==> src/hdl/source_text_tokenizer_assert.svh <==
// ----------------------------------------------------------------------------
// Assertion macros for the source text tokenizer
// Shared concurrent assertion forms, clocked on clk and disabled in reset.
// ----------------------------------------------------------------------------
`ifndef SOURCE_TEXT_TOKENIZER_ASSERT_SVH
`define SOURCE_TEXT_TOKENIZER_ASSERT_SVH

// A condition that must hold at every clock edge outside reset.
`define STT_ASSERT_ALWAYS(label, cond, msg) \
    label: assert property (@(posedge clk) disable iff (!rst_n) (cond)) else $error(msg);

// An antecedent that implies a consequent at the same clock edge.
`define STT_ASSERT_IMPLY(label, ante, cons, msg) \
    label: assert property (@(posedge clk) disable iff (!rst_n) (ante) |-> (cons)) \
        else $error(msg);

`endif

==> src/hdl/stt_pkg.sv <==
// ----------------------------------------------------------------------------
// Source text tokenizer package
// Token codes, scan modes, keyword table and the token bundle type.
// ----------------------------------------------------------------------------
package stt_pkg;

    localparam int KEYWORD_CHARS_DEF = 6;
    localparam int LENGTH_WIDTH_DEF  = 16;
    localparam int LINE_WIDTH_DEF    = 16;

    localparam int MAX_TOKENS  = 3;
    localparam int QUEUE_DEPTH = 4;
    localparam int QPTR_W      = $clog2(QUEUE_DEPTH);
    localparam int QCNT_W      = $clog2(QUEUE_DEPTH + 1);
    localparam int KW_COUNT    = 16;
    localparam int KW_BYTES    = 6;

    localparam logic [5:0] TOK_LEFT_PAREN  = 6'd0;
    localparam logic [5:0] TOK_RIGHT_PAREN = 6'd1;
    localparam logic [5:0] TOK_LEFT_BRACE  = 6'd2;
    localparam logic [5:0] TOK_RIGHT_BRACE = 6'd3;
    localparam logic [5:0] TOK_COMMA       = 6'd4;
    localparam logic [5:0] TOK_DOT         = 6'd5;
    localparam logic [5:0] TOK_MINUS       = 6'd6;
    localparam logic [5:0] TOK_PLUS        = 6'd7;
    localparam logic [5:0] TOK_SEMICOLON   = 6'd8;
    localparam logic [5:0] TOK_SLASH       = 6'd9;
    localparam logic [5:0] TOK_STAR        = 6'd10;
    localparam logic [5:0] TOK_BANG        = 6'd11;
    localparam logic [5:0] TOK_BANG_EQUAL  = 6'd12;
    localparam logic [5:0] TOK_EQUAL       = 6'd13;
    localparam logic [5:0] TOK_EQUAL_EQUAL = 6'd14;
    localparam logic [5:0] TOK_GREATER     = 6'd15;
    localparam logic [5:0] TOK_GREATER_EQ  = 6'd16;
    localparam logic [5:0] TOK_LESS        = 6'd17;
    localparam logic [5:0] TOK_LESS_EQUAL  = 6'd18;
    localparam logic [5:0] TOK_QUESTION    = 6'd19;
    localparam logic [5:0] TOK_COLON       = 6'd20;
    localparam logic [5:0] TOK_IDENTIFIER  = 6'd21;
    localparam logic [5:0] TOK_STRING      = 6'd22;
    localparam logic [5:0] TOK_NUMBER      = 6'd23;
    localparam logic [5:0] TOK_ERROR       = 6'd40;
    localparam logic [5:0] TOK_EOF         = 6'd41;

    localparam logic [7:0] CH_LF     = 8'h0A;
    localparam logic [7:0] CH_QUOTE  = 8'h22;
    localparam logic [7:0] CH_HASH   = 8'h23;
    localparam logic [7:0] CH_DOT    = 8'h2E;
    localparam logic [7:0] CH_EQUAL  = 8'h3D;
    localparam logic [7:0] CH_BANG   = 8'h21;
    localparam logic [7:0] CH_LESS   = 8'h3C;
    localparam logic [7:0] CH_GREATER = 8'h3E;

    typedef enum logic [10:0] {
        MODE_IDLE    = 11'b000_0000_0001,
        MODE_BANG    = 11'b000_0000_0010,
        MODE_EQ      = 11'b000_0000_0100,
        MODE_LT      = 11'b000_0000_1000,
        MODE_GT      = 11'b000_0001_0000,
        MODE_IDENT   = 11'b000_0010_0000,
        MODE_INT     = 11'b000_0100_0000,
        MODE_DOT     = 11'b000_1000_0000,
        MODE_FRAC    = 11'b001_0000_0000,
        MODE_STRING  = 11'b010_0000_0000,
        MODE_COMMENT = 11'b100_0000_0000
    } mode_t;

    // Keyword text is right-justified: the first character sits in the
    // highest occupied byte.
    localparam logic [47:0] KW_TEXT [KW_COUNT] = '{
        48'("and"), 48'("class"), 48'("else"), 48'("false"),
        48'("for"), 48'("func"), 48'("if"), 48'("nil"),
        48'("or"), 48'("print"), 48'("return"), 48'("super"),
        48'("this"), 48'("true"), 48'("var"), 48'("while")
    };
    localparam logic [2:0] KW_LEN [KW_COUNT] = '{
        3'd3, 3'd5, 3'd4, 3'd5, 3'd3, 3'd4, 3'd2, 3'd3,
        3'd2, 3'd5, 3'd6, 3'd5, 3'd4, 3'd4, 3'd3, 3'd5
    };

    typedef struct packed {
        logic [1:0]                   count;
        logic [MAX_TOKENS-1:0][5:0]   kind;
        logic [MAX_TOKENS-1:0][31:0]  start;
        logic [MAX_TOKENS-1:0][15:0]  length;
        logic [15:0]                  line;
    } bundle_t;

    function automatic logic is_letter(input logic [7:0] c);
        return (c >= 8'h61 && c <= 8'h7A) || (c >= 8'h41 && c <= 8'h5A);
    endfunction

    function automatic logic is_decimal(input logic [7:0] c);
        return c >= 8'h30 && c <= 8'h39;
    endfunction

    // Single-character punctuation: returns {hit, kind}.
    function automatic logic [6:0] punct_kind(input logic [7:0] c);
        logic [6:0] r;
        case (c)
            8'h28:   r = {1'b1, TOK_LEFT_PAREN};
            8'h29:   r = {1'b1, TOK_RIGHT_PAREN};
            8'h7B:   r = {1'b1, TOK_LEFT_BRACE};
            8'h7D:   r = {1'b1, TOK_RIGHT_BRACE};
            8'h2C:   r = {1'b1, TOK_COMMA};
            8'h2E:   r = {1'b1, TOK_DOT};
            8'h2D:   r = {1'b1, TOK_MINUS};
            8'h2B:   r = {1'b1, TOK_PLUS};
            8'h3B:   r = {1'b1, TOK_SEMICOLON};
            8'h2F:   r = {1'b1, TOK_SLASH};
            8'h2A:   r = {1'b1, TOK_STAR};
            8'h3F:   r = {1'b1, TOK_QUESTION};
            8'h3A:   r = {1'b1, TOK_COLON};
            default: r = 7'd0;
        endcase
        return r;
    endfunction

    // prefix holds the word's first characters, the first one in the low byte.
    // len of zero or seven matches nothing.
    function automatic logic [5:0] keyword_kind(input logic [47:0] prefix,
                                                input logic [2:0] len);
        logic [5:0] r;
        logic       hit;
        int         k;
        int         i;
        r = TOK_IDENTIFIER;
        for (k = 0; k < KW_COUNT; k++) begin
            hit = (KW_LEN[k] == len);
            for (i = 0; i < KW_BYTES; i++) begin
                if (i < int'(KW_LEN[k])) begin
                    if (prefix[8*i +: 8] != KW_TEXT[k][8*(int'(KW_LEN[k]) - 1 - i) +: 8])
                    begin
                        hit = 1'b0;
                    end
                end
            end
            if (hit) begin
                r = 6'(24 + k);
            end
        end
        return r;
    endfunction

endpackage

==> src/hdl/stt_if.sv <==
// ----------------------------------------------------------------------------
// Tokenizer channel interfaces
// Valid/ready channels for source bytes in and tokens out.
// ----------------------------------------------------------------------------
interface stt_in_if;
    logic       valid;
    logic       ready;
    logic [7:0] data_byte;
    logic       end_of_input;

    modport source (output valid, output data_byte, output end_of_input, input ready);
    modport sink   (input valid, input data_byte, input end_of_input, output ready);
endinterface

interface stt_out_if;
    logic        valid;
    logic        ready;
    logic [5:0]  tok_kind;
    logic [31:0] start_offset;
    logic [15:0] token_length;
    logic [15:0] line_number;
    logic        last_of_run;

    modport source (output valid, output tok_kind, output start_offset,
                    output token_length, output line_number, output last_of_run,
                    input ready);
    modport sink   (input valid, input tok_kind, input start_offset,
                    input token_length, input line_number, input last_of_run,
                    output ready);
endinterface

==> src/hdl/source_text_tokenizer.sv <==
// ----------------------------------------------------------------------------
// Source text tokenizer
// Streaming lexical scanner: source bytes in, tokens out.
// ----------------------------------------------------------------------------
// Channel   Direction  Item
// in_ch     in         data_byte, end_of_input
// out_ch    out        tok_kind, start_offset, token_length, line_number,
//                      last_of_run
//
// The scanner takes one byte every clock while the bundle queue has room.
// An item yields zero to three tokens; the output side sends one token a clock while out_ch is ready.
// Sustained rate is one item per clock while items average one token or less and out_ch stays ready.
// A four-entry bundle queue parts the scanner from the output port.
// Reset is asynchronous and returns the scanner to line one, offset zero.
// ----------------------------------------------------------------------------
module source_text_tokenizer #(
    parameter int KEYWORD_CHARS = stt_pkg::KEYWORD_CHARS_DEF,
    parameter int LENGTH_WIDTH  = stt_pkg::LENGTH_WIDTH_DEF,
    parameter int LINE_WIDTH    = stt_pkg::LINE_WIDTH_DEF
) (
    input  logic       clk,
    input  logic       rst_n,
    stt_in_if.sink     in_ch,
    stt_out_if.source  out_ch
);

    logic             q_full;
    logic             q_empty;
    logic             push;
    logic             pop;
    stt_pkg::bundle_t push_bundle;
    stt_pkg::bundle_t head;

    stt_front #(
        .KEYWORD_CHARS (KEYWORD_CHARS),
        .LENGTH_WIDTH  (LENGTH_WIDTH),
        .LINE_WIDTH    (LINE_WIDTH)
    ) u_front (
        .clk         (clk),
        .rst_n       (rst_n),
        .in_ch       (in_ch),
        .q_full      (q_full),
        .push        (push),
        .push_bundle (push_bundle)
    );

    stt_queue u_queue (
        .clk         (clk),
        .rst_n       (rst_n),
        .push        (push),
        .push_bundle (push_bundle),
        .pop         (pop),
        .full        (q_full),
        .empty       (q_empty),
        .head        (head)
    );

    stt_back u_back (
        .clk    (clk),
        .rst_n  (rst_n),
        .empty  (q_empty),
        .head   (head),
        .pop    (pop),
        .out_ch (out_ch)
    );

endmodule

==> src/hdl/stt_front.sv <==
// ----------------------------------------------------------------------------
// Tokenizer front end
// Scans one byte per item and forms the bundle of tokens that it completes.
// ----------------------------------------------------------------------------
module stt_front #(
    parameter int KEYWORD_CHARS = stt_pkg::KEYWORD_CHARS_DEF,
    parameter int LENGTH_WIDTH  = stt_pkg::LENGTH_WIDTH_DEF,
    parameter int LINE_WIDTH    = stt_pkg::LINE_WIDTH_DEF
) (
    input  logic             clk,
    input  logic             rst_n,
    stt_in_if.sink           in_ch,
    input  logic             q_full,
    output logic             push,
    output stt_pkg::bundle_t push_bundle
);

    localparam logic [LENGTH_WIDTH-1:0] LEN_MAX  = '1;
    localparam logic [LINE_WIDTH-1:0]   LINE_MAX = '1;

    stt_pkg::mode_t                   mode_reg, mode_next;
    logic [31:0]                      start_reg, start_next;
    logic [31:0]                      pos_reg, pos_next;
    logic [LENGTH_WIDTH-1:0]          len_reg, len_next;
    logic [LINE_WIDTH-1:0]            line_reg, line_next;
    logic [KEYWORD_CHARS-1:0][7:0]    prefix_reg, prefix_next;
    logic                             halt_reg, halt_next;

    logic                             accept;
    logic [7:0]                       c;
    logic [LENGTH_WIDTH-1:0]          len_inc1, len_inc2;
    logic [LINE_WIDTH-1:0]            line_inc;
    logic [5:0]                       word_kind;
    logic [2:0]                       kw_len;
    logic [6:0]                       punct;
    logic [5:0]                       op_kind;
    logic                             do_flush, do_idle, do_eof;
    logic [1:0]                       n;
    stt_pkg::bundle_t                 b;

    assign in_ch.ready = !q_full;
    assign accept      = in_ch.valid && !q_full;
    assign c           = in_ch.data_byte;

    assign len_inc1 = (len_reg == LEN_MAX) ? LEN_MAX : len_reg + LENGTH_WIDTH'(1);
    assign len_inc2 = (len_reg >= LEN_MAX - LENGTH_WIDTH'(1)) ? LEN_MAX
                                                              : len_reg + LENGTH_WIDTH'(2);
    assign line_inc = (line_reg == LINE_MAX) ? LINE_MAX : line_reg + LINE_WIDTH'(1);

    assign kw_len    = (len_reg <= LENGTH_WIDTH'(stt_pkg::KW_BYTES)) ? 3'(len_reg) : 3'd7;
    assign word_kind = stt_pkg::keyword_kind(prefix_reg[stt_pkg::KW_BYTES-1:0], kw_len);
    assign punct     = stt_pkg::punct_kind(c);

    always_comb
    begin
        case (mode_reg)
            stt_pkg::MODE_BANG: op_kind = stt_pkg::TOK_BANG;
            stt_pkg::MODE_EQ:   op_kind = stt_pkg::TOK_EQUAL;
            stt_pkg::MODE_LT:   op_kind = stt_pkg::TOK_LESS;
            default:            op_kind = stt_pkg::TOK_GREATER;
        endcase
    end

    always_comb
    begin
        mode_next   = mode_reg;
        start_next  = start_reg;
        pos_next    = pos_reg;
        len_next    = len_reg;
        line_next   = line_reg;
        prefix_next = prefix_reg;
        halt_next   = halt_reg;
        do_flush    = 1'b0;
        do_idle     = 1'b0;
        do_eof      = 1'b0;
        n           = 2'd0;
        b           = '0;
        b.line      = 16'(line_reg);

        if (accept && !halt_reg) begin
            if (in_ch.end_of_input) begin
                do_eof = 1'b1;
                if (mode_reg == stt_pkg::MODE_STRING) begin
                    b.kind[n]   = stt_pkg::TOK_ERROR;
                    b.start[n]  = start_reg;
                    b.length[n] = 16'(len_reg);
                    n           = n + 2'd1;
                    halt_next   = 1'b1;
                end else begin
                    do_flush = 1'b1;
                end
            end else begin
                pos_next = pos_reg + 32'd1;
                case (mode_reg)
                    stt_pkg::MODE_IDENT:
                    begin
                        if (stt_pkg::is_letter(c) || stt_pkg::is_decimal(c)) begin
                            for (int i = 0; i < KEYWORD_CHARS; i++) begin
                                if (len_reg == LENGTH_WIDTH'(i)) begin
                                    prefix_next[i] = c;
                                end
                            end
                            len_next = len_inc1;
                        end else begin
                            do_flush = 1'b1;
                            do_idle  = 1'b1;
                        end
                    end
                    stt_pkg::MODE_INT:
                    begin
                        if (stt_pkg::is_decimal(c)) begin
                            len_next = len_inc1;
                        end else if (c == stt_pkg::CH_DOT) begin
                            mode_next = stt_pkg::MODE_DOT;
                        end else begin
                            do_flush = 1'b1;
                            do_idle  = 1'b1;
                        end
                    end
                    stt_pkg::MODE_DOT:
                    begin
                        if (stt_pkg::is_decimal(c)) begin
                            len_next  = len_inc2;
                            mode_next = stt_pkg::MODE_FRAC;
                        end else begin
                            do_flush = 1'b1;
                            do_idle  = 1'b1;
                        end
                    end
                    stt_pkg::MODE_FRAC:
                    begin
                        if (stt_pkg::is_decimal(c)) begin
                            len_next = len_inc1;
                        end else begin
                            do_flush = 1'b1;
                            do_idle  = 1'b1;
                        end
                    end
                    stt_pkg::MODE_BANG, stt_pkg::MODE_EQ, stt_pkg::MODE_LT,
                    stt_pkg::MODE_GT:
                    begin
                        if (c == stt_pkg::CH_EQUAL) begin
                            b.kind[n]   = op_kind + 6'd1;
                            b.start[n]  = start_reg;
                            b.length[n] = 16'd2;
                            n           = n + 2'd1;
                            mode_next   = stt_pkg::MODE_IDLE;
                        end else begin
                            do_flush = 1'b1;
                            do_idle  = 1'b1;
                        end
                    end
                    stt_pkg::MODE_STRING:
                    begin
                        len_next = len_inc1;
                        if (c == stt_pkg::CH_QUOTE) begin
                            b.kind[n]   = stt_pkg::TOK_STRING;
                            b.start[n]  = start_reg;
                            b.length[n] = 16'(len_inc1);
                            n           = n + 2'd1;
                            mode_next   = stt_pkg::MODE_IDLE;
                        end else if (c == stt_pkg::CH_LF) begin
                            line_next = line_inc;
                        end
                    end
                    stt_pkg::MODE_COMMENT:
                    begin
                        if (c == stt_pkg::CH_LF) begin
                            do_idle = 1'b1;
                        end
                    end
                    default:
                    begin
                        do_idle = 1'b1;
                    end
                endcase
            end

            // The pending token cannot grow: emit what it has become.
            if (do_flush) begin
                mode_next = stt_pkg::MODE_IDLE;
                case (mode_reg)
                    stt_pkg::MODE_IDENT:
                    begin
                        b.kind[n]   = word_kind;
                        b.start[n]  = start_reg;
                        b.length[n] = 16'(len_reg);
                        n           = n + 2'd1;
                    end
                    stt_pkg::MODE_INT, stt_pkg::MODE_FRAC, stt_pkg::MODE_DOT:
                    begin
                        b.kind[n]   = stt_pkg::TOK_NUMBER;
                        b.start[n]  = start_reg;
                        b.length[n] = 16'(len_reg);
                        n           = n + 2'd1;
                        if (mode_reg == stt_pkg::MODE_DOT) begin
                            b.kind[n]   = stt_pkg::TOK_DOT;
                            b.start[n]  = pos_reg - 32'd1;
                            b.length[n] = 16'd1;
                            n           = n + 2'd1;
                        end
                    end
                    stt_pkg::MODE_BANG, stt_pkg::MODE_EQ, stt_pkg::MODE_LT,
                    stt_pkg::MODE_GT:
                    begin
                        b.kind[n]   = op_kind;
                        b.start[n]  = start_reg;
                        b.length[n] = 16'd1;
                        n           = n + 2'd1;
                    end
                    default:
                    begin
                    end
                endcase
            end

            // Scan the byte as if between tokens.
            if (do_idle) begin
                mode_next = stt_pkg::MODE_IDLE;
                if (c == stt_pkg::CH_LF) begin
                    line_next = line_inc;
                end else if (stt_pkg::is_letter(c) || stt_pkg::is_decimal(c) ||
                             c == stt_pkg::CH_BANG || c == stt_pkg::CH_EQUAL ||
                             c == stt_pkg::CH_LESS || c == stt_pkg::CH_GREATER ||
                             c == stt_pkg::CH_QUOTE) begin
                    start_next = pos_reg;
                    len_next   = LENGTH_WIDTH'(1);
                    if (stt_pkg::is_letter(c)) begin
                        mode_next      = stt_pkg::MODE_IDENT;
                        prefix_next[0] = c;
                    end else if (stt_pkg::is_decimal(c)) begin
                        mode_next = stt_pkg::MODE_INT;
                    end else if (c == stt_pkg::CH_BANG) begin
                        mode_next = stt_pkg::MODE_BANG;
                    end else if (c == stt_pkg::CH_EQUAL) begin
                        mode_next = stt_pkg::MODE_EQ;
                    end else if (c == stt_pkg::CH_LESS) begin
                        mode_next = stt_pkg::MODE_LT;
                    end else if (c == stt_pkg::CH_GREATER) begin
                        mode_next = stt_pkg::MODE_GT;
                    end else begin
                        mode_next = stt_pkg::MODE_STRING;
                    end
                end else if (c == stt_pkg::CH_HASH) begin
                    mode_next = stt_pkg::MODE_COMMENT;
                end else if (punct[6]) begin
                    b.kind[n]   = punct[5:0];
                    b.start[n]  = pos_reg;
                    b.length[n] = 16'd1;
                    n           = n + 2'd1;
                end
            end

            if (do_eof) begin
                b.kind[n]   = stt_pkg::TOK_EOF;
                b.start[n]  = pos_reg;
                b.length[n] = 16'd0;
                n           = n + 2'd1;
                mode_next   = stt_pkg::MODE_IDLE;
                len_next    = '0;
                if (!halt_next) begin
                    pos_next  = '0;
                    line_next = LINE_WIDTH'(1);
                end
            end
        end
        b.count = n;
    end

    assign push        = accept && !halt_reg && (n != 2'd0);
    assign push_bundle = b;

    always_ff @(posedge clk or negedge rst_n)
    begin
        if (!rst_n) begin
            mode_reg   <= stt_pkg::MODE_IDLE;
            start_reg  <= '0;
            pos_reg    <= '0;
            len_reg    <= '0;
            line_reg   <= LINE_WIDTH'(1);
            prefix_reg <= '0;
            halt_reg   <= 1'b0;
        end else begin
            mode_reg   <= mode_next;
            start_reg  <= start_next;
            pos_reg    <= pos_next;
            len_reg    <= len_next;
            line_reg   <= line_next;
            prefix_reg <= prefix_next;
            halt_reg   <= halt_next;
        end
    end

endmodule

==> src/hdl/stt_queue.sv <==
// ----------------------------------------------------------------------------
// Token bundle queue
// Short queue of token bundles between the scanner and the output side.
// ----------------------------------------------------------------------------
`include "source_text_tokenizer_assert.svh"

module stt_queue (
    input  logic             clk,
    input  logic             rst_n,
    input  logic             push,
    input  stt_pkg::bundle_t push_bundle,
    input  logic             pop,
    output logic             full,
    output logic             empty,
    output stt_pkg::bundle_t head
);

    stt_pkg::bundle_t                mem_reg [stt_pkg::QUEUE_DEPTH];
    logic [stt_pkg::QPTR_W-1:0]      wr_ptr_reg, wr_ptr_next;
    logic [stt_pkg::QPTR_W-1:0]      rd_ptr_reg, rd_ptr_next;
    logic [stt_pkg::QCNT_W-1:0]      cnt_reg, cnt_next;

    assign full  = (cnt_reg == stt_pkg::QCNT_W'(stt_pkg::QUEUE_DEPTH));
    assign empty = (cnt_reg == '0);
    assign head  = mem_reg[rd_ptr_reg];

    always_comb
    begin
        wr_ptr_next = push ? wr_ptr_reg + stt_pkg::QPTR_W'(1) : wr_ptr_reg;
        rd_ptr_next = pop ? rd_ptr_reg + stt_pkg::QPTR_W'(1) : rd_ptr_reg;
        cnt_next    = cnt_reg;
        if (push && !pop) begin
            cnt_next = cnt_reg + stt_pkg::QCNT_W'(1);
        end else if (pop && !push) begin
            cnt_next = cnt_reg - stt_pkg::QCNT_W'(1);
        end
    end

    always_ff @(posedge clk)
    begin
        if (push) begin
            mem_reg[wr_ptr_reg] <= push_bundle;
        end
    end

    always_ff @(posedge clk or negedge rst_n)
    begin
        if (!rst_n) begin
            wr_ptr_reg <= '0;
            rd_ptr_reg <= '0;
            cnt_reg    <= '0;
        end else begin
            wr_ptr_reg <= wr_ptr_next;
            rd_ptr_reg <= rd_ptr_next;
            cnt_reg    <= cnt_next;
        end
    end

    `STT_ASSERT_IMPLY(a_no_push_full, push, !full, "bundle pushed into a full queue")
    `STT_ASSERT_IMPLY(a_no_pop_empty, pop, !empty, "bundle popped from an empty queue")
    `STT_ASSERT_IMPLY(a_push_nonzero, push, push_bundle.count != 2'd0,
        "bundle pushed without tokens")
    `STT_ASSERT_ALWAYS(a_count_bound, cnt_reg <= stt_pkg::QCNT_W'(stt_pkg::QUEUE_DEPTH),
        "queue occupancy beyond depth")

endmodule

==> src/hdl/stt_back.sv <==
// ----------------------------------------------------------------------------
// Token output stage
// Sends the tokens of the head bundle one item at a time.
// ----------------------------------------------------------------------------
module stt_back (
    input  logic             clk,
    input  logic             rst_n,
    input  logic             empty,
    input  stt_pkg::bundle_t head,
    output logic             pop,
    stt_out_if.source        out_ch
);

    logic [1:0] sub_reg, sub_next;
    logic       last;
    logic       take;

    assign last = (sub_reg == head.count - 2'd1);
    assign take = out_ch.valid && out_ch.ready;
    assign pop  = take && last;

    assign out_ch.valid        = !empty;
    assign out_ch.tok_kind     = head.kind[sub_reg];
    assign out_ch.start_offset = head.start[sub_reg];
    assign out_ch.token_length = head.length[sub_reg];
    assign out_ch.line_number  = head.line;
    assign out_ch.last_of_run  = last;

    always_comb
    begin
        sub_next = sub_reg;
        if (take) begin
            sub_next = last ? 2'd0 : sub_reg + 2'd1;
        end
    end

    always_ff @(posedge clk or negedge rst_n)
    begin
        if (!rst_n) begin
            sub_reg <= 2'd0;
        end else begin
            sub_reg <= sub_next;
        end
    end

endmodule
==> src/flat_wrapper.sv <==
// flat-port wrapper written by rule: the top's interface ports become plain ports
module source_text_tokenizer_flat 
#(
    parameter int KEYWORD_CHARS = stt_pkg::KEYWORD_CHARS_DEF,
    parameter int LENGTH_WIDTH  = stt_pkg::LENGTH_WIDTH_DEF,
    parameter int LINE_WIDTH    = stt_pkg::LINE_WIDTH_DEF
)
  (clk, rst_n, in_ch_valid, in_ch_data_byte, in_ch_end_of_input, in_ch_ready, out_ch_valid, out_ch_tok_kind, out_ch_start_offset, out_ch_token_length, out_ch_line_number, out_ch_last_of_run, out_ch_ready);
  stt_in_if in_ch_i ();
  stt_out_if out_ch_i ();
  input  logic clk;
  input  logic rst_n;
  input wire logic [$bits(in_ch_i.valid)-1:0] in_ch_valid;
  input wire logic [$bits(in_ch_i.data_byte)-1:0] in_ch_data_byte;
  input wire logic [$bits(in_ch_i.end_of_input)-1:0] in_ch_end_of_input;
  output wire logic [$bits(in_ch_i.ready)-1:0] in_ch_ready;
  output wire logic [$bits(out_ch_i.valid)-1:0] out_ch_valid;
  output wire logic [$bits(out_ch_i.tok_kind)-1:0] out_ch_tok_kind;
  output wire logic [$bits(out_ch_i.start_offset)-1:0] out_ch_start_offset;
  output wire logic [$bits(out_ch_i.token_length)-1:0] out_ch_token_length;
  output wire logic [$bits(out_ch_i.line_number)-1:0] out_ch_line_number;
  output wire logic [$bits(out_ch_i.last_of_run)-1:0] out_ch_last_of_run;
  input wire logic [$bits(out_ch_i.ready)-1:0] out_ch_ready;
  assign in_ch_i.valid = in_ch_valid;
  assign in_ch_i.data_byte = in_ch_data_byte;
  assign in_ch_i.end_of_input = in_ch_end_of_input;
  assign in_ch_ready = in_ch_i.ready;
  assign out_ch_valid = out_ch_i.valid;
  assign out_ch_tok_kind = out_ch_i.tok_kind;
  assign out_ch_start_offset = out_ch_i.start_offset;
  assign out_ch_token_length = out_ch_i.token_length;
  assign out_ch_line_number = out_ch_i.line_number;
  assign out_ch_last_of_run = out_ch_i.last_of_run;
  assign out_ch_i.ready = out_ch_ready;
  source_text_tokenizer #(.KEYWORD_CHARS(KEYWORD_CHARS), .LENGTH_WIDTH(LENGTH_WIDTH), .LINE_WIDTH(LINE_WIDTH)) u_core (.clk(clk), .rst_n(rst_n), .in_ch(in_ch_i), .out_ch(out_ch_i));
endmodule
==> config.mk <==
export PLATFORM = sky130hd
export DESIGN_NAME = source_text_tokenizer_flat
export DESIGN_NICKNAME = d
export VERILOG_FILES = /design/src/hdl/stt_pkg.sv /design/src/hdl/stt_if.sv /design/src/hdl/source_text_tokenizer.sv /design/src/hdl/stt_front.sv /design/src/hdl/stt_queue.sv /design/src/hdl/stt_back.sv /design/src/flat_wrapper.sv
export VERILOG_INCLUDE_DIRS = /design/src /design/src/hdl
export SDC_FILE = /design/constraint.sdc
export NUM_CORES = 1
export LEC_CHECK = 0
export BUFFER_PORTS_ARGS = -buffer_cell sky130_fd_sc_hd__buf_2
export CAP_MARGIN = 25
export CORE_MARGIN = 5
export CORE_UTILIZATION = 55
export DETAILED_ROUTE_END_ITERATION = 8
export PLACE_DENSITY = 0.8
export SKIP_LAST_GASP = 1
export SLEW_MARGIN = 10
export SYNTH_ARGS = -nofsm -noshare
export SYNTH_HDL_FRONTEND = slang
export SYNTH_HIERARCHICAL = 1
export SYNTH_SLANG_ARGS = --single-unit
==> constraint.sdc <==
create_clock -name clk -period 12.9 [get_ports clk]
set_input_delay 3.225 -clock clk [delete_from_list [all_inputs] [get_ports clk]]
set_output_delay 3.225 -clock clk [all_outputs]
set_load 0.02 [all_outputs]
==> results of run 1 <==
## layer usage
layer / track usage / part of all wire
met5: 0 / 0.00012
met4: 0.0814 / 0.031
met3: 0.0515 / 0.099
met2: 0.403 / 0.46
met1: 0.375 / 0.40
## path summary, 6_finish.rpt
kind | startpoint | slack (ns) | end
max | in_ch_data_byte[6] | 3.74 | u_core/u_queue/mem_reg[1][109]
min | u_core/u_front/prefix_reg[39] | 0.49 | u_core/u_front/prefix_reg[39]
max reg2reg | u_core/u_front/mode_reg[6] | 4.98 | u_core/u_queue/mem_reg[1][109]
min reg2reg | u_core/u_front/prefix_reg[39] | 0.49 | u_core/u_front/prefix_reg[39]
max in group asynchronous | rst_n | 8.32 | u_core/u_front/start_reg[8]
min in group asynchronous | rst_n | 2.55 | u_core/u_front/line_reg[10]
## cells by family (layout without fill, tap and decap cells)
logic type,count (synthesis),after routing,synth area share
AO/OA/AOI/OAI,535,535,0.0824
buffers and inverters,266,320,0.0331
other,1,16,0.0000908
adder cells (fa/ha/maj),23,23,0.00715
XOR/XNOR,67,67,0.0142
flip-flops,885,885,0.624
multiplexers,315,315,0.133
AND/OR/NAND/NOR,844,844,0.106
## power by group
part | leakage [nW] | internal [W] | switching (W)
clock network | 1.44 | 0.00152 | 0.00108
registers | 8.73 | 0.00345 | 0.000242
logic | 5.23 | 0.00104 | 0.00166
## stage by stage
stage          setup WS [ns]  power (W)  utilization  cells
2_1_floorplan           1.74    0.00569            -   2950
4_1_cts                 3.97    0.00901        0.606   3967
5_1_grt                 3.34    0.00935        0.606   3973
3_5_place_dp            3.33    0.00642        0.566   3803
3_3_place_gp            2.90    0.00634        0.566   3798
6_report                3.74    0.00898        0.606   3974
## critical path, delay by kind of cell
kind,cells,cell delay (ns)
buffers and inverters,6,1.60
AND/OR/NAND/NOR,3,1.58
AO/OA/AOI/OAI,6,1.49
adder cells (fa/ha/maj),3,0.97
multiplexers,1,0.09
## placed cells by master, fill, tap and decap left out, drive strengths merged, types with 56 or more instances in the layout
master / n
buf: 125
mux2: 77
nor3: 56
nor2: 143
dfrtp: 163
mux4: 180
mux2i: 58
edfxtp: 720
nand3: 86
a21oi: 130
clkbuf: 125
nand2: 249
o21ai: 180
## final cells by class
type / instances / area [um2]
Clock inverter: 42 / 503
Inverter: 28 / 105
Tap cell: 969 / 1210
Fill cell: 5234 / 29300
Timing Repair Buffer: 128 / 840
Multi-Input combinational cell: 1799 / 14300
Sequential cell: 885 / 25800
Clock buffer: 122 / 2440
Antenna cell: 1 / 2.50
==> out/results.ini, run 1 <==
[routing]
drt_iter0_markers = 3520
avgRoutedWirePerCell_um = 26.9
drt-total-wl_um = 107000
dr.pass1.iters = 6
ant_nets = 0
num_vias = 26860
viasPerCell = 6.76
drcViolationCount = 0

[setup_path]
r2r.worst_path.cells = 21
critPathLaunchType = input pin
crit_type = in -> reg
critPathMaxStageDelay_ns = 0.84
critPathMostFrequentCell = ha_1
cp.required_ns = 13.14
critPathArrivalTime_ns = 9.40
end_kind = flop
cp_max_fo = 131
crit_slowest_cell = and2_4
crit_chain = buf_2 > nor3b_1 > buf_2 > nand4_1 > o32ai_2 > buf_4 > inv_1 > ha_1 > o21bai_1 > o21ai_2 > inv_1 > ha_1 > mux2i_1 > ha_1 > o32a_1 > a2bb2oi_1 > o211ai_1 > and2_4 > buf_12

[clocking]
cts.sinks = 885
clk_pin_slew_ns = 0.06
post_cts_buffers = 0
cts_tree = done
cts_buffers = 89
clkLatencyLatePin_ns = 0.64
cts_buffer_depth = 3
root_buffer = clkbuf_16
cts_hold_buf = 0
htree_levels = 3
ctsResizeCount = 0

[sta]
rsz0062_at_grt = no
drv_slew = 0
timing.hold.ws_ns = 0.490
setup_tns_ns = 0
relSlewSlack = 0.0331
skew_ns = 0.0176
setup_viol = 0
period_needed_ns = 9.16
finalHoldViolCount = 0
worstMarginPinSlew_ns = 1.45
period_share = 0.710
fmax_mhz = 109

[global_route]
gr-total-overflow = 0
track_usage = 0.259
grt_pass1_vias = 26502
grt_pass1_wl_um = 163000
antenna_found_initial = 2
grt_max_degree = 156

[die]
die_w_um = 284
initial_core_util = 0.555
fp.dieH_um = 284
core_area_um2 = 74400
num_rows = 100
io_pins = 86
die-area_um2 = 80700

[logic_synthesis]
synth_area_leaders = edfxtp_1 52%, dfrtp_1 9.9%, mux4_2 9.8%
yosysMostFrequentCell = edfxtp_1
synth_edf_count = 720
synth_cell_types = 99
synth_top_cell_by_area = edfxtp_1
synth_area_um2 = 41300
synth.top_cell.area_share = 0.524
synth.avg_cell_area_um2 = 14.1
ys_ff_latch = 885
yosysWarnings = 6
syn_inst = 2936
synth-async-reset-ratio = 0.186
synth_common_cells = 720 x edfxtp_1, 248 x nand2_1, 180 x mux4_2
yosysSeqAreaShare = 0.624
synth_ff_type = edfxtp_1

[pwr]
ir_drop_v = 0.000172
power_density_nw_per_um2 = 199
power_leakage_nw = 15.4

[placement]
io_buffers = 85
placed_area_um2 = 42100
gp_congestion = 0.936
hpwlAfterDp_um = 65400

[status]
status = completed

[job]
drv_cap = 0

[cells_and_area]
largest_reg_flops = 720
final_nets = 2967
drive_gt1_frac = 0.191
areaGrowthSynthToFinish_pct = 9.32
finalInstanceArea_um2 = 45100

[hold_path]
hold_class = reg -> reg
hold_path_depth = 1

(Power assumes the default switching activity.)
==> run 2, diff against run 1 <==
Clock period 12.9 ns to 8.7 ns, I/O delays scaled along.
==> run 2 against run 1 <==
The run now ends with DRC left. Via count about the same. Cell area increased by 0.32%. Worst setup slack worse by 2.4 ns. Sequential share of layout area down 0.18 points. Cell count up 0.15%. Clock skew grew 0.016 ns. Clock power rose by 45%. Hold slack improved by 0.014 ns. Sequential power rose by 48%. First-iteration DRC count up 7.0%. Largest cell class unchanged.
==> out/results.ini, run 2 (synthesized netlist as in run 1, its figures left out) <==
[cells_and_area]
areaGrowthSynthToFinish_pct = 9.68
seq_area_um2 = 25800  ; unchanged
final_cell_count_no_fill = 3980  ; +0.15%
drive_gt1_frac = 0.196  ; +0.00487
final_nets = 2978  ; +0.37%
final_cell_mix = 720 x edfxtp_1, 248 x nand2_1, 180 x mux4_2
fillers = 5299  ; +1.2%
largest_reg_flops = 720  ; unchanged
antenna_cells = 0  ; -1
final_common_cell = edfxtp_1
multiInputGateArea_um2 = 14300  ; unchanged

[die]
initial_core_util = 0.555  ; unchanged
core_area_um2 = 74400  ; unchanged
die-area_um2 = 80700  ; unchanged
num_rows = 100  ; unchanged
fp.dieH_um = 284  ; unchanged
io_pins = 86  ; unchanged
die_w_um = 284  ; unchanged

[clocking]
post_cts_buffers = 0  ; unchanged
htree_levels = 3  ; unchanged
cts_buffers = 87  ; -2.2%
cts_hold_buf = 0  ; unchanged
root_buffer = clkbuf_16
cts_tree = done
ctsResizeCount = 0  ; unchanged
cts_buffer_depth = 3  ; unchanged
clk_pin_slew_ns = 0.06  ; about the same
cts.sinks = 885  ; unchanged
clkLatencyLatePin_ns = 0.64  ; about the same

[status]
violations = DRC
status = finished with violations

[pwr]
power_leakage_nw = 15.5  ; +0.51%
ir_drop_v = 0.000364  ; +110%
finalPower_w = 0.0133  ; +48%
power_density_nw_per_um2 = 293  ; +47%

[sta]
setup_slack_ns = 1.33  ; -2.42 ns
setup_tns_ns = 0  ; unchanged
relSlewSlack = 0.234  ; +0.201
period_needed_ns = 7.37
period_share = 0.847
setup_viol = 0  ; unchanged
finalHoldViolCount = 0  ; unchanged
fmax_mhz = 136
rsz0062_at_grt = no
skew_ns = 0.0335  ; +0.0159 ns
drv_slew = 0  ; unchanged
worstMarginPinSlew_ns = 1.14  ; -0.307 ns

[global_route]
track_usage = 0.261  ; +0.00191
gr-total-overflow = 0  ; unchanged
grt_max_degree = 124  ; -21%
antenna_found_initial = 1  ; -1
grt_pass1_vias = 26641  ; +0.52%
grt_pass1_wl_um = 165000  ; +1.0%

[routing]
drcViolationCount = 1  ; +1
avgRoutedWirePerCell_um = 26.7  ; -0.64%
dr.pass1.iters = 9  ; +3
viasPerCell = 6.74  ; -0.21%
drt_iter0_markers = 3765  ; +7.0%
ant_nets = 0  ; unchanged
drt-total-wl_um = 106000  ; -0.49%
num_vias = 26844  ; -0.060%

[setup_path]
crit_type = in -> reg
critPathArrivalTime_ns = 7.68  ; -1.72 ns
cp_max_fo = 38  ; -71%
end_kind = flop
cp.required_ns = 9.01  ; -4.13 ns
critPathLaunchType = input pin

[placement]
dp.cells = 3816  ; +0.34%
hpwlAfterDp_um = 66500  ; +1.7%
dp_slack_ns = 0.859  ; -2.47 ns
io_buffers = 85  ; unchanged
gp_congestion = 0.959  ; +2.4%

[job]
drv_cap = 0  ; unchanged

[hold_path]
hold_class = reg -> reg

[run 2: through the flow]
| step | cell area (um2) | utilization | hold slack (ns) |
|---|---|---|---|
| final | 45300 | 0.608 | 0.504 |
| after global placement | 42300 | 0.568 | 0.472 |
| after detailed placement | 42300 | 0.568 | 0.487 |
| after global routing | 45300 | 0.608 | 0.522 |
| after floorplan | 41300 | - | 0.455 |
| after CTS | 45200 | 0.607 | 0.504 |
[run 2: worst paths after layout]
check	slack, ns	depth (start not counted)	startpoint	endpoint
worst max-delay path	1.33	16	in_ch_data_byte[4]	u_core/u_queue/mem_reg[0][53]
worst min-delay path	0.50	1	u_core/u_front/prefix_reg[47]	u_core/u_front/prefix_reg[47]
worst max register to register	1.61	20	u_core/u_front/mode_reg[7]	u_core/u_queue/mem_reg[0][53]
worst min register to register	0.50	1	u_core/u_front/prefix_reg[47]	u_core/u_front/prefix_reg[47]
max in group asynchronous	5.85	4	rst_n	u_core/u_front/pos_reg[21]
min in group asynchronous	1.49	1	rst_n	u_core/u_front/line_reg[9]
[run 2: critical path, cell delays in order]
cell	delay (ns)
buf_2	0.32
nor3_1	0.16
a221o_1	0.43
and2_1	0.18
o31ai_2	0.70
a21o_1	0.42
nor2_1	0.21
o21ai_0	0.30
ha_1	0.36
mux2i_1	0.18
ha_1	0.27
o32a_1	0.19
a2bb2oi_1	0.16
o211ai_1	0.40
and2_4	0.80
buf_4	0.40
[run 2: power breakdown]
part / internal, W / leakage (nW) / total, W / switching [W]
logic: 0.00157 / 5.33 / 0.00406 / 0.00249
clock network: 0.00219 / 1.42 / 0.00378 / 0.00159
registers: 0.00510 / 8.73 / 0.00545 / 0.000347
total: 0.00886 / 15.5 / 0.0133 / 0.00442
[run 2: cell type report]
cell class / instances / share of cell area
clock buffer: 113 / 0.0527
multi-input combinational: 1799 / 0.315
timing repair buffer: 141 / 0.0231
tap: 969 / 0.0268
inverter: 28 / 0.00232
clock inverter: 45 / 0.0110
sequential: 885 / 0.569
[run 2: layer usage]
metal / vias up / global-route usage / wire length, um
met5: - / 0 / 20
met4: 2 / 0.0732 / 2650
met1: 13549 / 0.377 / 42200
li1: 11419 / - / -
met3: 209 / 0.0623 / 11800
met2: 1665 / 0.404 / 49600
